File: config.mk
export PLATFORM = sky130hd
export DESIGN_NAME = cpc_ctrl
export DESIGN_NICKNAME = d
export VERILOG_FILES = /design/src/hdl/cpc_pkg.sv /design/src/hdl/cpc_ctrl.sv
export SDC_FILE = /design/constraint.sdc
export NUM_CORES = 1
export LEC_CHECK = 0
export BUFFER_PORTS_ARGS = -buffer_cell sky130_fd_sc_hd__buf_4
export CORE_AREA = 2 2 39 41
export CTS_BUF_LIST = sky130_fd_sc_hd__clkbuf_4
export DETAILED_ROUTE_END_ITERATION = 7
export DIE_AREA = 0 0 41 43
export GPL_ROUTABILITY_DRIVEN = 1
export MAX_ROUTING_LAYER = met4
export REMOVE_ABC_BUFFERS = 1
export SLEW_MARGIN = 5
export SYNTH_ARGS = -nofsm -noshare
export SYNTH_HDL_FRONTEND = slang
export SYNTH_SLANG_ARGS = --single-unit
File: constraint.sdc
create_clock -name clk_i -period 3.4 [get_ports clk_i]
set_input_delay 0 -clock clk_i [delete_from_list [all_inputs] [get_ports clk_i]]
set_output_delay 0 -clock clk_i [all_outputs]
set_load 0.02 [all_outputs]
File: src/hdl/cpc_pkg.sv
// shared types, constants and helpers for the contact penetration correction block
package cpc_pkg;

  localparam int unsigned IdW    = 16;
  localparam int unsigned NrmW   = 18;
  localparam int unsigned ValW   = 32;
  localparam int unsigned RemW   = 38;
  localparam int unsigned MulAW  = 33;
  localparam int unsigned ProdW  = 64;
  localparam int unsigned FracW  = 16;
  localparam int unsigned Lanes  = 3;

  typedef enum logic [1:0] {
    MUL_DOT = 2'd0,
    MUL_UPD = 2'd1,
    MUL_SQ  = 2'd2
  } mul_sel_e;

  typedef struct packed {
    logic     in_ready;
    logic     mul_en;
    mul_sel_e mul_sel;
    logic     load_rem;
    logic     acc_en;
    logic     load_out;
    logic     clr_corr;
  } cmd_t;

  typedef struct packed {
    logic in_valid;
    logic rem_pos;
    logic last;
    logic out_free;
  } status_t;

  function automatic logic signed [ValW-1:0] sat32(input logic signed [ProdW-1:0] v);
    logic signed [ProdW-1:0] hi;
    logic signed [ProdW-1:0] lo;
    hi = ProdW'(64'sd2147483647);
    lo = ProdW'(-64'sd2147483648);
    if (v > hi) begin
      sat32 = {1'b0, {(ValW-1){1'b1}}};
    end else if (v < lo) begin
      sat32 = {1'b1, {(ValW-1){1'b0}}};
    end else begin
      sat32 = v[ValW-1:0];
    end
  endfunction

  function automatic logic [ValW-1:0] abs32(input logic signed [ValW-1:0] v);
    logic [ValW-1:0] neg;
    neg = ValW'(-v);
    abs32 = v[ValW-1] ? neg : v;
  endfunction

endpackage

File: src/hdl/cpc_ctrl.sv
// sequencing state machine for the correction datapath
module cpc_ctrl (
  input  logic              clk_i,
  input  logic              rst_ni,
  input  cpc_pkg::status_t  status_i,
  output cpc_pkg::cmd_t     cmd_o
);

  typedef enum logic [6:0] {
    ST_IDLE = 7'b0000001,
    ST_DOT  = 7'b0000010,
    ST_REM  = 7'b0000100,
    ST_UPD  = 7'b0001000,
    ST_ACC  = 7'b0010000,
    ST_SQ   = 7'b0100000,
    ST_CMP  = 7'b1000000
  } state_e;

  state_e state_q, state_d;

  always_ff @(posedge clk_i or negedge rst_ni) begin
    if (!rst_ni) begin
      state_q <= ST_IDLE;
    end else begin
      state_q <= state_d;
    end
  end

  always_comb begin
    state_d         = state_q;
    cmd_o           = '0;
    cmd_o.mul_sel   = cpc_pkg::MUL_DOT;
    case (state_q)
      ST_IDLE: begin
        cmd_o.in_ready = 1'b1;
        if (status_i.in_valid) begin
          state_d = ST_DOT;
        end
      end
      ST_DOT: begin
        cmd_o.mul_en  = 1'b1;
        cmd_o.mul_sel = cpc_pkg::MUL_DOT;
        state_d       = ST_REM;
      end
      ST_REM: begin
        cmd_o.load_rem = 1'b1;
        state_d        = ST_UPD;
      end
      ST_UPD: begin
        cmd_o.mul_en  = 1'b1;
        cmd_o.mul_sel = cpc_pkg::MUL_UPD;
        state_d       = ST_ACC;
      end
      ST_ACC: begin
        cmd_o.acc_en = status_i.rem_pos;
        state_d      = status_i.last ? ST_SQ : ST_IDLE;
      end
      ST_SQ: begin
        cmd_o.mul_en  = 1'b1;
        cmd_o.mul_sel = cpc_pkg::MUL_SQ;
        state_d       = ST_CMP;
      end
      ST_CMP: begin
        if (status_i.out_free) begin
          cmd_o.load_out = 1'b1;
          cmd_o.clr_corr = 1'b1;
          state_d        = ST_IDLE;
        end
      end
      default: begin
        state_d = ST_IDLE;
      end
    endcase
  end

endmodule

==> results of run 1 <==
[timing repair]
action	in CTS	in global routing
resized for setup	0	0
hold buffers	3	0
setup endpoints to repair	0	0
hold endpoints to repair	9	0
[final timing paths]
kind	slack (ns)	depth (start not counted)	end
max reg2reg	1.99	4	state_q[1]
min	0.06	2	state_q[5]
min in group asynchronous	0.10	2	state_q[6]
max	1.77	4	cmd_o[2]
min reg2reg	0.59	1	state_q[4]
max in group asynchronous	3.10	2	state_q[0]
[Yosys cell counts]
cell type / instances
buf_4: 2
a31oi_1: 1
or3b_1: 1
nor4b_2: 1
clkbuf_1: 2
or3_4: 1
dfrtp_1: 6
o21bai_1: 1
o21ai_1: 1
a31o_1: 1
inv_1: 2
nand2b_1: 2
o21ai_0: 2
buf_6: 1
xor2_1: 1
nor4_1: 4
nor4b_1: 1
nand4b_1: 1
nor2_1: 5
a21boi_1: 1
and3b_1: 1
dfstp_2: 1
nor3_2: 1
nand2_1: 1
and2_1: 1
buf_2: 1
a211oi_1: 2
nor3_1: 1
and4b_1: 2
[cells by family after synthesis]
| logic type | Yosys count | synth area share (%) |
|---|---|---|
| simple gates | 23 | 35.8 |
| compound gates | 9 | 13.2 |
| buf+inv | 8 | 10.2 |
| flops | 7 | 38.8 |
| xor+xnor | 1 | 1.93 |
[cell usage in the layout, fill, tap and decap left out]
cell | synthesis | routed
nor4b_1 | 1 | 1
o21ai_1 | 1 | 1
clkbuf_4 | 0 | 4
dfrtp_1 | 6 | 6
and3b_1 | 1 | 1
nor3_1 | 1 | 1
o21ai_0 | 2 | 2
and4b_1 | 2 | 2
o21bai_1 | 1 | 1
or3b_1 | 1 | 1
nor2_1 | 5 | 5
nor3_2 | 1 | 1
a31o_1 | 1 | 1
nor4b_2 | 1 | 1
and2_1 | 1 | 1
a31oi_1 | 1 | 1
buf_4 | 2 | 13
a21boi_1 | 1 | 1
dfstp_2 | 1 | 1
nand4b_1 | 1 | 1
xor2_1 | 1 | 1
or3_4 | 1 | 1
a211oi_1 | 2 | 2
nand2_1 | 1 | 1
nor4_1 | 4 | 4
inv_1 | 2 | 2
dlygate4sd3_1 | 0 | 3
nand2b_1 | 2 | 2
[metrics by stage]
| stage | instance area, um^2 | total power, mW | cells | hold slack [ns] | util [%] |
|---|---|---|---|---|---|
| 2_1_floorplan | 415 | 0.242 | 42 | -0.296 | - |
| 3_3_place_gp | 533 | 0.293 | 71 | -0.185 | 38.5 |
| 3_5_place_dp | 533 | 0.292 | 71 | -0.183 | 38.5 |
| 4_1_cts | 593 | 0.378 | 78 | 0.0578 | 42.9 |
| 5_1_grt | 593 | 0.405 | 78 | 0.0588 | 42.9 |
| 6_report | 593 | 0.376 | 78 | 0.0635 | 42.9 |
[metal layers]
layer / up-vias / wire, um / GRT usage, % / part of all wire [%]
met5: - / 0 / - / 0
met4: 0 / 14 / 10.0 / 1.5
met3: 2 / 38 / 0 / 4.1
met2: 11 / 436 / 16.9 / 47
met1: 182 / 445 / 20.7 / 48
li1: 206 / - / - / -
[final cells by class]
type / count / share of cell area, %
inverters: 2 / 1.27
flip-flops and latches: 7 / 29.7
repair buffers: 16 / 21.5
multi-input cells: 33 / 39.0
clock buffers: 4 / 5.06
well taps: 16 / 3.38
[power breakdown]
group / internal, mW / total, mW / switching, mW / leakage, nW
clock: 0.0527 / 0.0819 / 0.0293 / 0.0184
sequential: 0.104 / 0.136 / 0.0322 / 0.0930
combinational: 0.0778 / 0.158 / 0.0797 / 0.159
==> impl_metrics.py, run 1 <==
metrics = {
    "sta": {
        "hold_viol_final": 0,
        "min_period_ns": 1.63,
        "setup_viol": 0,
        "rsz0062_at_grt": "false",
        "finalSetupTns_ns": 0,
        "slew_violations": 0,
        "period_share_pct": 48.0,
        "clock_skew_ns": 0.00261,
        "fmax_mhz": 612,
        "worstMarginPinSlew_ns": 0.394,
        "slew_headroom_pct": 73.4,
        "setup_slack_ns": 1.77,
    },
    "floorplan": {
        "fp.dieW_um": 41,
        "core_um2": 1380,
        "io_pins": 14,
        "dieArea_um2": 1760,
        "start_util_pct": 32.8,
        "rows": 14,
        "die_height_um": 43,
    },
    "worst_setup_path": {
        "critPathMaxStageDelay_ns": 0.45,
        "rr_startpoint": "state_q[1]",
        "crit_fanout": 8,
        "crit_type": "register to output pin",
        "path_cells": "or3_4 > nor3_2 > and4b_1 > buf_4",
        "critPathLaunch": "state_q[1]",
        "critPathCaptureType": "output pin",
        "worst_ep_arrival_time_ns": 1.63,
        "crit_slowest_cell": "dfrtp_1",
        "critPathRequiredTime_ns": 3.40,
        "start_kind": "register",
        "crit_buf_inv": 1,
        "cp_top_family": "simple AND/OR/NAND/NOR gates",
    },
    "finish": {
        "top_register": "state_q",
        "diodes": 0,
        "syn_to_final_growth_pct": 30.6,
        "reg.largest.list": "state_q (7)",
        "register_area_um2": 176,
        "finalNetCount": 69,
        "largest_register_ffs": 7,
        "layout-drive-gt1-share_pct": 33.9,
        "fillerInstances": 133,
        "multi_input_area_um2": 231,
    },
    "global_routing": {
        "grt_overflow_total": 0,
        "grt_use_total_pct": 13.7,
        "antenna_found_initial": 0,
        "grt_pass1_wl_mm": 1.56,
        "grt_max_degree": 11,
        "grt_pass1_vias": 352,
    },
    "clock_network": {
        "clock_path_buffers": 2,
        "clk_latency_ns": 0.24,
        "cts_sinks": 7,
        "cts_buffers": 3,
        "clock-root-buffer": "clkbuf_4",
        "path_clk_slew_ns": 0.05,
        "cts_setup_buffers": 0,
        "h-tree-depth": 1,
        "cts_tree": "built",
    },
    "placement": {
        "dp_slack_ns": 2.00,
        "place.gp.congestion": 0.791,
        "dp_hpwl_um": 669,
        "port_buffers": 13,
    },
    "logic_synthesis": {
        "yosys.area.top_type": "dfrtp_1",
        "ys_types": 29,
        "synth.ff_latch_count": 7,
        "syn_area_um2": 454,
        "ys_warn_count": 0,
        "synth_top_area_share_pct": 33.1,
        "synthCells": 48,
        "avgSynthCellArea_um2": 9.46,
        "synth_seq_area_share_pct": 38.8,
        "ys_top_cells_by_area": "dfrtp_1 33%, dfstp_2 5.8%, nor4_1 5.5%, and4b_1 4.4%, nor2_1 4.1%",
    },
    "power_and_ir_drop": {
        "cellLeakagePower_nw": 0.270,
        "powerDensity_nw_per_um2": 634,
        "vdd_drop_max_uv": 297,
    },
    "routing": {
        "drc_errors": 0,
        "wl_per_cell_um": 12.0,
        "wl_um": 935,
        "drtIter0Drc": 5,
        "via_per_inst": 5.14,
        "via_count": 401,
        "firstDrtPassIters": 4,
        "ant_nets": 0,
    },
    "job": {
        "max_cap_violations": 0,
    },
    "worst_hold_path": {
        "hold_class": "input pin to register",
        "min_from": "status_i[1]",
    },
    "outcome": {
        "status": "completed",
    },
}
No activity file was read; power rests on OpenSTA's default activity.
==> run 2, diff against run 1 <==
clock period = 1.5 ns   (was 3.4 ns; I/O delays follow)
==> impl_metrics.py, run 2 (synthesized netlist as in run 1, its figures left out) <==
metrics = {
    "outcome": {
        "status": "finished with violations",
        "violations": "setup timing",
    },
    "clock_network": {
        "h-tree-depth": 1,
        "cts_sinks": 7,
        "clock_path_buffers": 2,
        "clk_latency_ns": 0.25,
        "path_clk_slew_ns": 0.06,
        "cts_tree": "built",
        "clock-root-buffer": "clkbuf_4",
        "cts_buffers": 3,
    },
    "sta": {
        "setup_slack_ns": -0.0311,
        "setup_viol": 3,
        "holdWs_ns": 0.0480,
        "fmax_mhz": 653,
        "slew_violations": 0,
        "rsz0062_at_grt": "true",
        "worstMarginPinSlew_ns": 0.405,
        "finalSetupTns_ns": -0.0604,
        "hold_viol_final": 0,
        "clock_skew_ns": 0.00168,
        "period_share_pct": 102,
        "slew_headroom_pct": 72.6,
        "min_period_ns": 1.53,
    },
    "worst_setup_path": {
        "critPathCaptureType": "output pin",
        "crit_fanout": 3,
        "worst_ep_arrival_time_ns": 1.53,
        "start_kind": "register",
        "critPathRequiredTime_ns": 1.50,
        "crit_type": "register to output pin",
        "critPathLaunch": "state_q[1]",
        "rr_startpoint": "state_q[3]",
    },
    "worst_hold_path": {
        "hold_class": "input pin to register",
        "min_from": "status_i[1]",
    },
    "floorplan": {
        "core_um2": 1380,
        "fp.dieW_um": 41,
        "rows": 14,
        "dieArea_um2": 1760,
        "io_pins": 14,
        "die_height_um": 43,
        "start_util_pct": 32.8,
    },
    "global_routing": {
        "grt_max_degree": 11,
        "grt_overflow_total": 0,
        "grt_use_total_pct": 15.5,
        "antenna_found_initial": 0,
        "grt_pass1_wl_mm": 1.78,
        "grt_pass1_vias": 410,
    },
    "power_and_ir_drop": {
        "powerDensity_nw_per_um2": 1420,
        "cellLeakagePower_nw": 0.317,
        "power.total_mw": 1.03,
        "vdd_drop_max_uv": 716,
    },
    "finish": {
        "mostFrequentLayoutCells": "16 x buf_4, 5 x buf_6, 4 x nor4_1, 4 x clkbuf_4, 4 x dfrtp_2",
        "diodes": 0,
        "reg.largest.list": "state_q (7)",
        "layout-drive-gt1-share_pct": 55.7,
        "largest_register_ffs": 7,
        "finalNetCount": 77,
        "final_area_um2": 723,
        "top_register": "state_q",
        "syn_to_final_growth_pct": 59.2,
        "final_util_pct": 52.3,
        "fillerInstances": 130,
        "stdcell_count": 86,
        "layout_commonest_cell": "buf_4",
    },
    "placement": {
        "place_inst": 73,
        "dp_hpwl_um": 751,
        "place_area_um2": 548,
        "port_buffers": 13,
        "dp_slack_ns": 0.0858,
        "place.gp.congestion": 0.753,
    },
    "routing": {
        "via_per_inst": 5.31,
        "wl_per_cell_um": 14.3,
        "wl_mm": 1.23,
        "via_count": 457,
        "drc_errors": 0,
        "drtIter0Drc": 10,
        "ant_nets": 0,
        "firstDrtPassIters": 4,
    },
    "job": {
        "max_cap_violations": 0,
    },
}
[run 2: cell types whose count changed in the layout (fill, tap and decap cells not counted), moves of 3 or more]
cell / change
buf_6: +5
dfrtp_1: -4
dfrtp_2: +4
buf_4: +3
nor2_1: -3
[run 2: worst max-delay path, stage by stage, from the launching register on]
cell and delay [ns]:
dfrtp_1 0.37, or3_4 0.42, nor3_4 0.15, and4b_1 0.23
buf_6 0.12
[run 2: path summary, 6_finish.rpt]
kind	end	slack (ns)	cells after the start
setup / recovery	cmd_o[2]	-0.03	4
hold / removal	state_q[5]	0.05	2
setup reg to reg	state_q[0]	0.08	5
hold reg to reg	state_q[3]	0.57	2
max in group asynchronous	state_q[0]	1.20	2
min in group asynchronous	state_q[2]	0.10	2
[run 2: cell type report]
| class | count | area [um^2] | share of cell area (%) |
|---|---|---|---|
| flip-flops and latches | 7 | 181 | 25.1 |
| clock buffers | 4 | 30.0 | 4.15 |
| well taps | 16 | 20.0 | 2.77 |
| inverters | 2 | 7.51 | 1.04 |
| multi-input cells | 33 | 278 | 38.4 |
| repair buffers | 24 | 206 | 28.5 |
[run 2: what timing repair did]
item                       4_1_cts  5_1_grt
buffers inserted                 1        5
gates resized for setup          5       14
pin swaps                        0        4
setup endpoints to repair        4        8
gates cloned                     0        0
hold buffers                     3        0
hold endpoints to repair         9        0
[run 2: report_power, final]
group / switching [mW] / internal, mW
clock: 0.0737 / 0.120
sequential: 0.0718 / 0.239
combinational: 0.257 / 0.268
[run 2: routing by layer]
| layer | GRT usage, % | up-vias | part of all wire, % |
|---|---|---|---|
| met5 | - | - | 0 |
| met2 | 21.9 | 18 | 50 |
| met4 | 10.0 | 0 | 3.9 |
| li1 | - | 218 | - |
| met3 | 1.57 | 6 | 3.4 |
| met1 | 20.4 | 215 | 43 |
==> run 3, diff against run 2 <==
CTS_CLUSTER_DIAMETER = 30   (was default)
SETUP_SLACK_MARGIN = 0.4   (was default)
==> impl_metrics.py, run 3 (synthesized netlist as in run 1, its figures left out) <==
metrics = {
    "outcome": {
        "status": "finished with violations",
        "violations": "setup timing",
    },
    "sta": {
        "slew_violations": 0,
        "setup_slack_ns": -0.0408,
        "clock_skew_ns": 0.000255,
        "fmax_mhz": 649,
        "period_share_pct": 103,
        "worstMarginPinSlew_ns": 0.292,
        "min_period_ns": 1.54,
        "setup_viol": 2,
        "hold_viol_final": 0,
        "rsz0062_at_grt": "true",
        "holdWs_ns": 0.0444,
        "slew_headroom_pct": 80.5,
    },
    "finish": {
        "finalNetCount": 90,
        "layout_commonest_cell": "buf_4",
        "register_area_um2": 181,
        "syn_to_final_growth_pct": 121,
        "largest_register_ffs": 7,
        "layout-drive-gt1-share_pct": 75.9,
        "diodes": 0,
        "multi_input_area_um2": 394,
        "reg.largest.list": "state_q (7)",
        "mostFrequentLayoutCells": "18 x buf_4, 13 x buf_6",
        "fillerInstances": 86,
        "top_register": "state_q",
    },
    "global_routing": {
        "antenna_found_initial": 0,
        "grt_pass1_wl_mm": 2.46,
        "grt_use_total_pct": 21.9,
        "grt_pass1_vias": 525,
        "grt_overflow_total": 0,
        "grt_max_degree": 9,
    },
    "floorplan": {
        "core_um2": 1380,
        "rows": 14,
        "die_height_um": 43,
        "start_util_pct": 32.8,
        "dieArea_um2": 1760,
        "io_pins": 14,
        "fp.dieW_um": 41,
    },
    "clock_network": {
        "path_clk_slew_ns": 0.05,
        "h-tree-depth": 1,
        "cts_buffers": 3,
        "clock_path_buffers": 2,
        "cts_sinks": 7,
        "cts_tree": "built",
        "clock-root-buffer": "clkbuf_4",
        "clk_latency_ns": 0.25,
    },
    "worst_setup_path": {
        "critPathCaptureType": "output pin",
        "crit_fanout": 3,
        "cp_top_family": "simple AND/OR/NAND/NOR gates",
        "crit_slowest_cell": "dfrtp_1",
        "path_cells": "or3_4 > nor3_4 > and4b_1 > buf_6",
        "worst_ep_arrival_time_ns": 1.54,
        "critPathRequiredTime_ns": 1.50,
        "crit_buf_inv": 1,
        "start_kind": "register",
        "crit_type": "register to output pin",
        "critPathMaxStageDelay_ns": 0.39,
    },
    "routing": {
        "drtIter0Drc": 10,
        "via_count": 546,
        "drc_errors": 0,
        "via_per_inst": 5.52,
        "ant_nets": 0,
        "firstDrtPassIters": 4,
        "wl_mm": 1.77,
        "wl_per_cell_um": 17.8,
    },
    "power_and_ir_drop": {
        "p_clk_share_pct": 12.9,
        "seqPwrFrac_pct": 20.4,
        "internal_power_mw": 0.887,
        "power.total_mw": 1.50,
        "p_comb_share_pct": 66.6,
        "powerDensity_nw_per_um2": 1490,
        "vdd_drop_max_uv": 770,
        "net-switching-power_mw": 0.608,
        "cellLeakagePower_nw": 0.413,
        "switching_share_pct": 40.7,
    },
    "job": {
        "max_cap_violations": 0,
    },
    "placement": {
        "place.gp.congestion": 0.753,
        "dp_hpwl_um": 751,
        "port_buffers": 13,
    },
    "worst_hold_path": {
        "hold_class": "input pin to register",
    },
}
run 3: metal layers:
| layer | track usage [%] | vias up | share of wire [%] |
|---|---|---|---|
| met3 | 3.14 | 6 | 4.1 |
| met2 | 34.1 | 23 | 54 |
| met4 | 13.3 | 0 | 1.7 |
| li1 | - | 247 | - |
| met5 | - | - | 0 |
| met1 | 25.2 | 270 | 40 |
run 3: final timing paths:
check,to,slack [ns],depth (start not counted),startpoint
max in group asynchronous,state_q[0],1.20,2,rst_ni
min in group asynchronous,state_q[2],0.10,2,rst_ni
worst min register to register,state_q[4],0.65,2,state_q[1]
worst max register to register,state_q[0],0.04,5,state_q[0]
worst min-delay path,state_q[5],0.04,2,status_i[1]
worst max-delay path,cmd_o[2],-0.04,4,state_q[5]
run 3: power groups by stage:
stage,Clock [mW],Combinational (mW),Sequential [mW]
after floorplan,0,0.254,0.294
after global placement,0,0.387,0.299
after detailed placement,0,0.385,0.299
after CTS,0.198,0.759,0.292
after global routing,0.214,1.04,0.312
final,0.194,0.996,0.306
run 3: through the flow:
step                      setup TNS (ns)  std cells  setup WS (ns)  util [%]  area (um^2)
final                            -0.0628         99        -0.0408      72.5         1000
after global routing              -0.315         99         -0.104      72.5         1000
after CTS                        -0.0571         90        -0.0294      60.8          842
after detailed placement               0         73         0.0858      39.6          548
after global placement                 0         73         0.0776      39.6          548
after floorplan                  -0.0274         42        -0.0274         -          415
run 3: repair_timing:
item,CTS,global route
gates cloned,0,0
gates resized for setup,30,20
pin swaps,10,9
hold endpoints to repair,9,0
setup buffers,10,9
hold buffers,3,0
setup endpoints to repair,14,15
run 3: worst register-to-register path, cell delays in order, from the launching register on:
cell      delay (ns)
dfstp_2         0.64
nor3_4          0.07
buf_4           0.13
a21boi_1        0.13
a31o_1          0.23
a211oi_2        0.17
run 3: final cells by class:
| type | instances | area share, % |
|---|---|---|
| Sequential cell | 7 | 18.1 |
| Inverter | 2 | 1.12 |
| Timing Repair Buffer | 37 | 36.5 |
| Tap cell | 16 | 2.00 |
| Clock buffer | 4 | 2.99 |
| Multi-Input combinational cell | 33 | 39.3 |
